--- src/rtl/core/srat_pkg.sv ---
// Package for the section range address translator.
// Holds table sizing, status and action codes, and the beat, entry and RAM request structs.
// No dependencies.
package srat_pkg;

   localparam int MAX_SECTIONS = 16;
   localparam int IDX_W        = (MAX_SECTIONS > 1) ? $clog2(MAX_SECTIONS) : 1;
   localparam int CNT_W        = 7;
   localparam int HIT_W        = 7;
   localparam int ENTRY_W      = 128;
   localparam int REQ_DATA_W   = 168;
   localparam int RSP_DATA_W   = 40;

   localparam logic [1:0] ST_MAPPED    = 2'd0;
   localparam logic [1:0] ST_NOT_FOUND = 2'd1;
   localparam logic [1:0] ST_NO_RAW    = 2'd2;

   localparam logic ACT_WRITE     = 1'b0;
   localparam logic ACT_TRANSLATE = 1'b1;

   typedef struct packed {
      logic [31:0] raw_pointer;
      logic [31:0] raw_size;
      logic [31:0] virt_size;
      logic [31:0] virt_start;
   } entry_type;

   typedef struct packed {
      logic              action;
      logic [CNT_W-1:0]  entry_index;
      entry_type         entry;
      logic [31:0]       query_address;
   } req_type;

   typedef struct packed {
      logic [1:0]        status;
      logic [31:0]       file_offset;
      logic [HIT_W-1:0]  hit_index;
   } res_type;

   typedef struct packed {
      logic              we;
      logic [IDX_W-1:0]  waddr;
      entry_type         wdata;
      logic              re;
      logic [IDX_W-1:0]  raddr;
   } mem_req_type;

endpackage

--- src/rtl/core/srat_ram.sv ---
// Generic single-write, single-read synchronous RAM, registered read data.
// No dependencies.
module srat_ram #(
   parameter int WIDTH = 8,
   parameter int DEPTH = 16
) (
   input  logic                            clock,
   input  logic                            wr_en,
   input  logic [$clog2(DEPTH > 1 ? DEPTH : 2)-1:0] wr_addr,
   input  logic [WIDTH-1:0]                wr_data,
   input  logic                            rd_en,
   input  logic [$clog2(DEPTH > 1 ? DEPTH : 2)-1:0] rd_addr,
   output logic [WIDTH-1:0]                rd_data
);

   logic [WIDTH-1:0] mem_ff [DEPTH];
   logic [WIDTH-1:0] rd_data_ff;

   always_ff @(posedge clock) begin
      if (wr_en) begin
         mem_ff[wr_addr] <= wr_data;
      end
      if (rd_en) begin
         rd_data_ff <= mem_ff[rd_addr];
      end
   end

   assign rd_data = rd_data_ff;

endmodule

--- src/rtl/core/srat_ctrl.sv ---
// Scan sequencer: count register, table writes, one-entry-per-cycle range match.
// Depends on srat_pkg; drives the section table RAM through mem_req_type.
module srat_ctrl
   import srat_pkg::*;
(
   input  logic              clock,
   input  logic              reset,
   input  logic              csr_we,
   input  logic [CNT_W-1:0]  csr_wdata,
   input  logic              req_valid,
   output logic              req_ready,
   input  req_type           req,
   output mem_req_type       mem_req,
   input  entry_type         mem_rdata,
   output logic              res_valid,
   output res_type           res,
   input  logic              out_free
);

   typedef enum logic [2:0] {
      S_IDLE = 3'b001,
      S_SCAN = 3'b010,
      S_EMIT = 3'b100
   } state_type;

   state_type        state_ff, state_in;
   logic [CNT_W-1:0] count_ff;
   logic [31:0]      addr_ff, addr_in;
   logic [IDX_W-1:0] ptr_ff, ptr_in;
   logic [IDX_W-1:0] last_ff, last_in;
   res_type          res_ff, res_in;

   logic             accept;
   logic             accept_xlate;
   logic [CNT_W-1:0] limit;
   logic [31:0]      diff;
   logic [31:0]      span;
   logic             hit;
   logic             emit_go;

   assign limit = (count_ff > CNT_W'(MAX_SECTIONS)) ? CNT_W'(MAX_SECTIONS) : count_ff;

   assign emit_go      = (state_ff == S_EMIT) && out_free;
   assign req_ready    = (state_ff == S_IDLE) || emit_go;
   assign accept       = req_valid && req_ready;
   assign accept_xlate = accept && (req.action == ACT_TRANSLATE);

   // range check on the entry read last cycle
   assign diff = addr_ff - mem_rdata.virt_start;
   assign span = (mem_rdata.virt_size > mem_rdata.raw_size) ?
                 mem_rdata.virt_size : mem_rdata.raw_size;
   assign hit  = (addr_ff >= mem_rdata.virt_start) && (diff < span);

   always_comb begin
      mem_req.we    = accept && (req.action == ACT_WRITE) &&
                      (req.entry_index < CNT_W'(MAX_SECTIONS));
      mem_req.waddr = req.entry_index[IDX_W-1:0];
      mem_req.wdata = req.entry;
      mem_req.re    = accept_xlate ||
                      ((state_ff == S_SCAN) && !hit && (ptr_ff != last_ff));
      mem_req.raddr = (state_ff == S_SCAN) ? IDX_W'(ptr_ff + 1'b1) : '0;
   end

   always_comb begin
      state_in = state_ff;
      addr_in  = addr_ff;
      ptr_in   = ptr_ff;
      last_in  = last_ff;
      res_in   = res_ff;
      case (state_ff)
         S_IDLE, S_EMIT: begin
            if (state_ff == S_EMIT && out_free) begin
               state_in = S_IDLE;
            end
            if (accept_xlate) begin
               addr_in = req.query_address;
               ptr_in  = '0;
               last_in = IDX_W'(limit - 1'b1);
               if (limit == '0) begin
                  res_in.status      = ST_NOT_FOUND;
                  res_in.file_offset = '0;
                  res_in.hit_index   = '0;
                  state_in           = S_EMIT;
               end else begin
                  state_in = S_SCAN;
               end
            end
         end
         S_SCAN: begin
            if (hit) begin
               res_in.hit_index = HIT_W'(ptr_ff);
               if (mem_rdata.raw_pointer == '0) begin
                  res_in.status      = ST_NO_RAW;
                  res_in.file_offset = '0;
               end else begin
                  res_in.status      = ST_MAPPED;
                  res_in.file_offset = mem_rdata.raw_pointer + diff;
               end
               state_in = S_EMIT;
            end else if (ptr_ff == last_ff) begin
               res_in.status      = ST_NOT_FOUND;
               res_in.file_offset = '0;
               res_in.hit_index   = '0;
               state_in           = S_EMIT;
            end else begin
               ptr_in = IDX_W'(ptr_ff + 1'b1);
            end
         end
         default: begin
            state_in = S_IDLE;
         end
      endcase
   end

   always_ff @(posedge clock) begin
      if (reset) begin
         state_ff <= S_IDLE;
         count_ff <= '0;
      end else begin
         state_ff <= state_in;
         if (csr_we) begin
            count_ff <= csr_wdata;
         end
      end
   end

   always_ff @(posedge clock) begin
      addr_ff <= addr_in;
      ptr_ff  <= ptr_in;
      last_ff <= last_in;
      res_ff  <= res_in;
   end

   assign res_valid = (state_ff == S_EMIT);
   assign res       = res_ff;

endmodule

--- src/rtl/core/section_range_address_translate.sv ---
// Top level of the section range address translator: beat packing, output register.
// Depends on srat_pkg, srat_ctrl and srat_ram.
//
//   port group   dir  payload
//   req_*        in   tuser: action; tdata: entry/section fields, query address
//   rsp_*        out  tuser: status; tdata: file_offset, hit_index
//   csr_*        in   section_count write
//
// A write beat is written to the table as it is accepted. A translate beat reads
// one table entry per cycle from the section RAM port and stops at the first match
// or after min(count, MAX_SECTIONS) entries; the next beat can be taken in the
// same cycle that the result moves to the output register. Reset clears the count,
// sequencer and output valid; the table is not cleared. A held result stalls the
// sequencer only when the next result is ready before the output register drains.
module section_range_address_translate
   import srat_pkg::*;
(
   input  logic                   clock,
   input  logic                   reset,
   input  logic                   csr_we,
   input  logic [CNT_W-1:0]       csr_wdata,     // section_count
   input  logic                   req_tvalid,
   output logic                   req_tready,
   input  logic [REQ_DATA_W-1:0]  req_tdata,     // entry_index, virt_start, virt_size,
                                                 // raw_size, raw_pointer, query_address
   input  logic                   req_tuser,     // action
   output logic                   rsp_tvalid,
   input  logic                   rsp_tready,
   output logic [RSP_DATA_W-1:0]  rsp_tdata,     // file_offset, hit_index
   output logic [1:0]             rsp_tuser      // status
);

   req_type     req;
   mem_req_type mem_req;
   entry_type   mem_rdata;
   logic [ENTRY_W-1:0] rd_bits;
   logic        res_valid;
   res_type     res;
   logic        out_free;
   logic        rsp_valid_ff;
   res_type     rsp_ff;

   always_comb begin
      req.action             = req_tuser;
      req.entry_index        = req_tdata[6:0];
      req.entry.virt_start   = req_tdata[38:7];
      req.entry.virt_size    = req_tdata[70:39];
      req.entry.raw_size     = req_tdata[102:71];
      req.entry.raw_pointer  = req_tdata[134:103];
      req.query_address      = req_tdata[166:135];
   end

   srat_ctrl u_ctrl (
      .clock     (clock),
      .reset     (reset),
      .csr_we    (csr_we),
      .csr_wdata (csr_wdata),
      .req_valid (req_tvalid),
      .req_ready (req_tready),
      .req       (req),
      .mem_req   (mem_req),
      .mem_rdata (mem_rdata),
      .res_valid (res_valid),
      .res       (res),
      .out_free  (out_free)
   );

   srat_ram #(
      .WIDTH (ENTRY_W),
      .DEPTH (MAX_SECTIONS)
   ) u_table (
      .clock   (clock),
      .wr_en   (mem_req.we),
      .wr_addr (mem_req.waddr),
      .wr_data (mem_req.wdata),
      .rd_en   (mem_req.re),
      .rd_addr (mem_req.raddr),
      .rd_data (rd_bits)
   );

   assign mem_rdata = entry_type'(rd_bits);

   assign out_free = !rsp_valid_ff || rsp_tready;

   always_ff @(posedge clock) begin
      if (reset) begin
         rsp_valid_ff <= 1'b0;
      end else if (out_free) begin
         rsp_valid_ff <= res_valid;
      end
   end

   always_ff @(posedge clock) begin
      if (out_free && res_valid) begin
         rsp_ff <= res;
      end
   end

   assign rsp_tvalid = rsp_valid_ff;
   assign rsp_tuser  = rsp_ff.status;
   assign rsp_tdata  = {1'b0, rsp_ff.hit_index, rsp_ff.file_offset};

endmodule

--- config.mk ---
export PLATFORM = sky130hd
export DESIGN_NAME = section_range_address_translate
export DESIGN_NICKNAME = d
export VERILOG_FILES = /design/src/rtl/core/srat_pkg.sv /design/src/rtl/core/srat_ram.sv /design/src/rtl/core/srat_ctrl.sv /design/src/rtl/core/section_range_address_translate.sv
export SDC_FILE = /design/constraint.sdc
export NUM_CORES = 2
export LEC_CHECK = 0
export ABC_AREA = 0
export BUFFER_PORTS_ARGS = -buffer_cell sky130_fd_sc_hd__buf_2
export CORE_MARGIN = 5
export CORE_UTILIZATION = 51
export DETAILED_ROUTE_END_ITERATION = 6
export GPL_TIMING_DRIVEN = 0
export PLACE_DENSITY = 0.77
export SLEW_MARGIN = 30
export SYNTH_ARGS = -nofsm -noshare
export SYNTH_HDL_FRONTEND = slang
export SYNTH_HIERARCHICAL = 1
export SYNTH_SLANG_ARGS = --single-unit
--- constraint.sdc ---
create_clock -name clock -period 22.2 [get_ports clock]
set_input_delay 2.22 -clock clock [delete_from_list [all_inputs] [get_ports clock]]
set_output_delay 2.22 -clock clock [all_outputs]
set_load 0.005 [all_outputs]
==> out/summary.log <==
qor: pwr.leakagePower 34.5 nW
qor: pwr.maximum_ir_drop_on_the_vdd_rail 0.0000819 V
qor: floorplanning.starting_density_of_the_core 51.2%
qor: logic_synthesis.synth_enable_flop_cells 2295
qor: clock_tree.ctsHtreeMaxLevel 4
qor: logic_synthesis.yosys_warnings 6
qor: clock_tree.postCtsResizedCells 0
qor: route.routed_via_density 6.42
qor: sta.timing.hold.ws 0.407 ns
qor: global_routing.first_global_vias 48.5k
qor: sta.final_max_slew_viol_count 0
qor: final_layout.finish.net_count 5306
qor: global_routing.antenna_found_initial 33
qor: global_routing.grt_max_degree 43
qor: run.max_cap_violations 0
qor: placed_design.dp_hpwl 168000 µm
qor: sta.max_slew.worst_pin.slew 1.18 ns
qor: sta.part_of_the_cycle_the_worst_path_needs 32.4%
qor: clock_tree.cts-root-to-sink-buffers 3
qor: logic_synthesis.post_synth_instance_area 91400 µm²
qor: global_routing.grt_pass1_wl 353000 µm
qor: logic_synthesis.synthDominantCellAreaShare 75.4%
qor: clock_tree.cts-hold-fix-buffers 0
qor: route.drt_first_iter_violations 6555
qor: sta.final_hold_viol_count 0
qor: route.detailroute.via_count 48.5k
qor: setup_path.path_max_fanout 42
qor: floorplanning.rows 155
qor: final_layout.synthToLayoutAreaGrowth 16.3%
qor: floorplanning.core_area 178000 µm²
qor: route.drc 1
qor: route.drt_pass1_iterations 7
qor: clock_tree.cts_buffers 215
qor: floorplanning.chipWidth 433 µm
qor: logic_synthesis.synth-seq-cells 2306
qor: logic_synthesis.netlist_cell_types 86
qor: clock_tree.tritoncts done
qor: logic_synthesis.ys_dominant_reg_cell sky130_fd_sc_hd__edfxtp_1
qor: placed_design.port_buffers 89
qor: clock_tree.cts.sink_count 2306
qor: setup_path.critical_path_startpoint_category flip-flop
qor: logic_synthesis.synth_largest_area_cell sky130_fd_sc_hd__edfxtp_1
qor: clock_tree.clkLatencyLatePin 0.88 ns
qor: pwr.power.density 84.3 nW/µm²
qor: logic_synthesis.synthesis.instances 4470
qor: route.route.detailed.wl_per_inst 33.2 µm
qor: floorplanning.floorplan.io_pins 225
qor: setup_path.critical_path_arrival 7.73 ns
qor: outcome.outcome finished, violations left
qor: setup_path.path_class flip-flop to flip-flop
qor: sta.max_clock_freq 139 MHz
qor: sta.setup_viol_count_final 0
qor: sta.clock_tree_skew_after_final_layout 0.0686 ns
qor: min_path.hold_crit_path_type flip-flop to flip-flop
qor: sta.grt_setup_unrepaired false
qor: logic_synthesis.synth_sequential_area_ratio 75.6%
qor: clock_tree.clk_pin_slew 0.06 ns
qor: sta.postLayoutSetupSlackWorst 15.01 ns
qor: floorplanning.die_h 433 µm
qor: sta.min_period 7.19 ns
qor: outcome.violations_in_the_final_reports design-rule violations
qor: floorplanning.design.die.area 188000 µm²
qor: final_layout.drive_above_1_share 26.8%
qor: setup_path.crit_path_end_kind flip-flop
qor: clock_tree.cts.root.buffer_cell sky130_fd_sc_hd__clkbuf_16
qor: logic_synthesis.synth-async-reset-ratio 0%
qor: setup_path.required 22.75 ns
qor: sta.slew_headroom 21.7%
qor: placed_design.placement.setup.worst_slack 15.43 ns
qor: route.drt.antenna.violating_nets 0
qor: logic_synthesis.ys_top_cells_by_area sky130_fd_sc_hd__edfxtp_1 (75%), sky130_fd_sc_hd__mux4_2 (12%), sky130_fd_sc_hd__a22oi_1 (1.8%)
qor: logic_synthesis.syn-mean-instance-area 20.5 µm²
qor: global_routing.grt_util_all_layers 26.6%
qor: placed_design.routability_congestion_estimate 0.942
qor: logic_synthesis.yosys.cell_count.top_type sky130_fd_sc_hd__edfxtp_1
qor: route.routed_wl 251000 µm
qor: logic_synthesis.synth_common_cells sky130_fd_sc_hd__edfxtp_1 (2295), sky130_fd_sc_hd__mux4_2 (476), sky130_fd_sc_hd__a22oi_1 (222)
qor: clock_tree.postCtsSetupBuffers 0
qor: global_routing.grt_remaining_overflow 0
-- per-stage QoR --
| step | area (µm²) | power (W) | utilization, % | std cells | TNS [ns] |
|---|---|---|---|---|---|
| after floorplan | 91400 | 0.00515 | - | 4472 | 0 |
| after global placement | 94800 | 0.00527 | 53.1 | 6916 | -502.91 |
| after detailed placement | 98900 | 0.00528 | 55.5 | 7133 | 0 |
| after CTS | 106000 | 0.00899 | 59.5 | 7540 | 0 |
| after global routing | 106000 | 0.00923 | 59.6 | 7556 | 0 |
| final | 106000 | 0.00896 | 59.6 | 7559 | 0 |
-- worst paths after layout --
| path | endpoint | slack (ns) | from | depth (start not counted) |
|---|---|---|---|---|
| max | u_table/rd_data[45] | 15.01 | u_table/rd_data[73] | 21 |
| min | rsp_tdata[34] | 0.41 | u_ctrl/res[2] | 0 |
| max reg2reg | u_table/rd_data[45] | 15.01 | u_table/rd_data[73] | 21 |
| min reg2reg | rsp_tdata[34] | 0.41 | u_ctrl/res[2] | 0 |
-- flip-flops by register name, indices dropped and copies added (netlist names) --
name and count:
u_ctrl/last_ff 4, rsp_tuser 2, u_table/rd_data 128, rsp_tvalid 1, u_ctrl/res 38, u_ctrl/count_ff 7, rsp_tdata 39, u_ctrl/state_ff 3
u_ctrl/ptr_ff 4, u_ctrl/addr_ff 32, u_table/mem_ff 2048
-- layout make-up --
cell class                 count  area, µm²
buffer                       323       2030
clock buffer                 260       5570
antenna                       19       47.5
tap                         2355       2950
clock inverter               147       1700
sequential                  2306      69100
timing repair buffer         306       4410
inverter                      91        344
fill                       12200      72200
multi-input combinational   1752      20100
-- power breakdown --
part	internal [W]	switching (W)	leakage, nW
Combinational	0.000128	0.000251	10.1
Clock	0.00212	0.00164	3.53
Sequential	0.00481	0.0000174	20.9
Total	0.00705	0.00191	34.5
-- layout by cell type, fill, tap and decap left out, types with 34 or more instances in the layout --
cell type,n
sky130_fd_sc_hd__edfxtp_1,2295
sky130_fd_sc_hd__mux4_2,476
sky130_fd_sc_hd__buf_4,245
sky130_fd_sc_hd__a22oi_1,222
sky130_fd_sc_hd__clkbuf_16,216
sky130_fd_sc_hd__nand2_1,162
sky130_fd_sc_hd__buf_2,136
sky130_fd_sc_hd__ha_1,128
sky130_fd_sc_hd__clkbuf_1,125
sky130_fd_sc_hd__mux2i_1,123
sky130_fd_sc_hd__buf_16,112
sky130_fd_sc_hd__a21oi_1,100
sky130_fd_sc_hd__inv_1,88
sky130_fd_sc_hd__nor2_1,86
sky130_fd_sc_hd__clkinv_2,49
sky130_fd_sc_hd__clkinv_1,46
sky130_fd_sc_hd__xnor2_1,34
-- critical path, stage by stage, from the launching register on --
cell and delay [ns]:
sky130_fd_sc_hd__edfxtp_1 0.69, sky130_fd_sc_hd__inv_1 0.11, sky130_fd_sc_hd__ha_1 0.32, sky130_fd_sc_hd__nand4_1 0.17, sky130_fd_sc_hd__nor4_2 0.75, sky130_fd_sc_hd__a211o_1 0.23, sky130_fd_sc_hd__o22ai_1 0.15, sky130_fd_sc_hd__a21oi_2 0.50
sky130_fd_sc_hd__buf_2 0.42, sky130_fd_sc_hd__mux2i_1 0.67, sky130_fd_sc_hd__ha_1 0.38, sky130_fd_sc_hd__a21o_1 0.16, sky130_fd_sc_hd__a21oi_1 0.15, sky130_fd_sc_hd__o221ai_1 0.16, sky130_fd_sc_hd__a21oi_1 0.19, sky130_fd_sc_hd__o21ai_1 0.14
sky130_fd_sc_hd__a211oi_1 0.19, sky130_fd_sc_hd__nand2_1 0.30, sky130_fd_sc_hd__nand2_1 0.32, sky130_fd_sc_hd__nand2_4 0.23, sky130_fd_sc_hd__buf_16 0.28, sky130_fd_sc_hd__buf_16 0.24
-- kinds of logic (layout without fill, tap and decap cells) --
group / Yosys count / in the layout / share of synthesized area [%]
flip-flops: 2306 / 2306 / 75.6
multiplexers: 599 / 599 / 13.1
AO/OA/AOI/OAI: 539 / 539 / 4.21
AND/OR/NAND/NOR: 426 / 426 / 2.20
buffers and inverters: 414 / 1127 / 2.57
adder cells (fa/ha/maj): 130 / 130 / 1.80
XOR/XNOR: 54 / 54 / 0.517
other: 2 / 23 / 0.00822
-- routing by layer --
metal  GRT usage (%)  wire (µm)  vias to the layer above
met2            41.3     119000                     3489
met4            13.7      14300                        6
met5               0         41                        -
met3            6.79      29400                      604
li1                -          -                    19500
met1            35.2      88000                    24900
No activity file was read; power rests on OpenSTA's default activity.
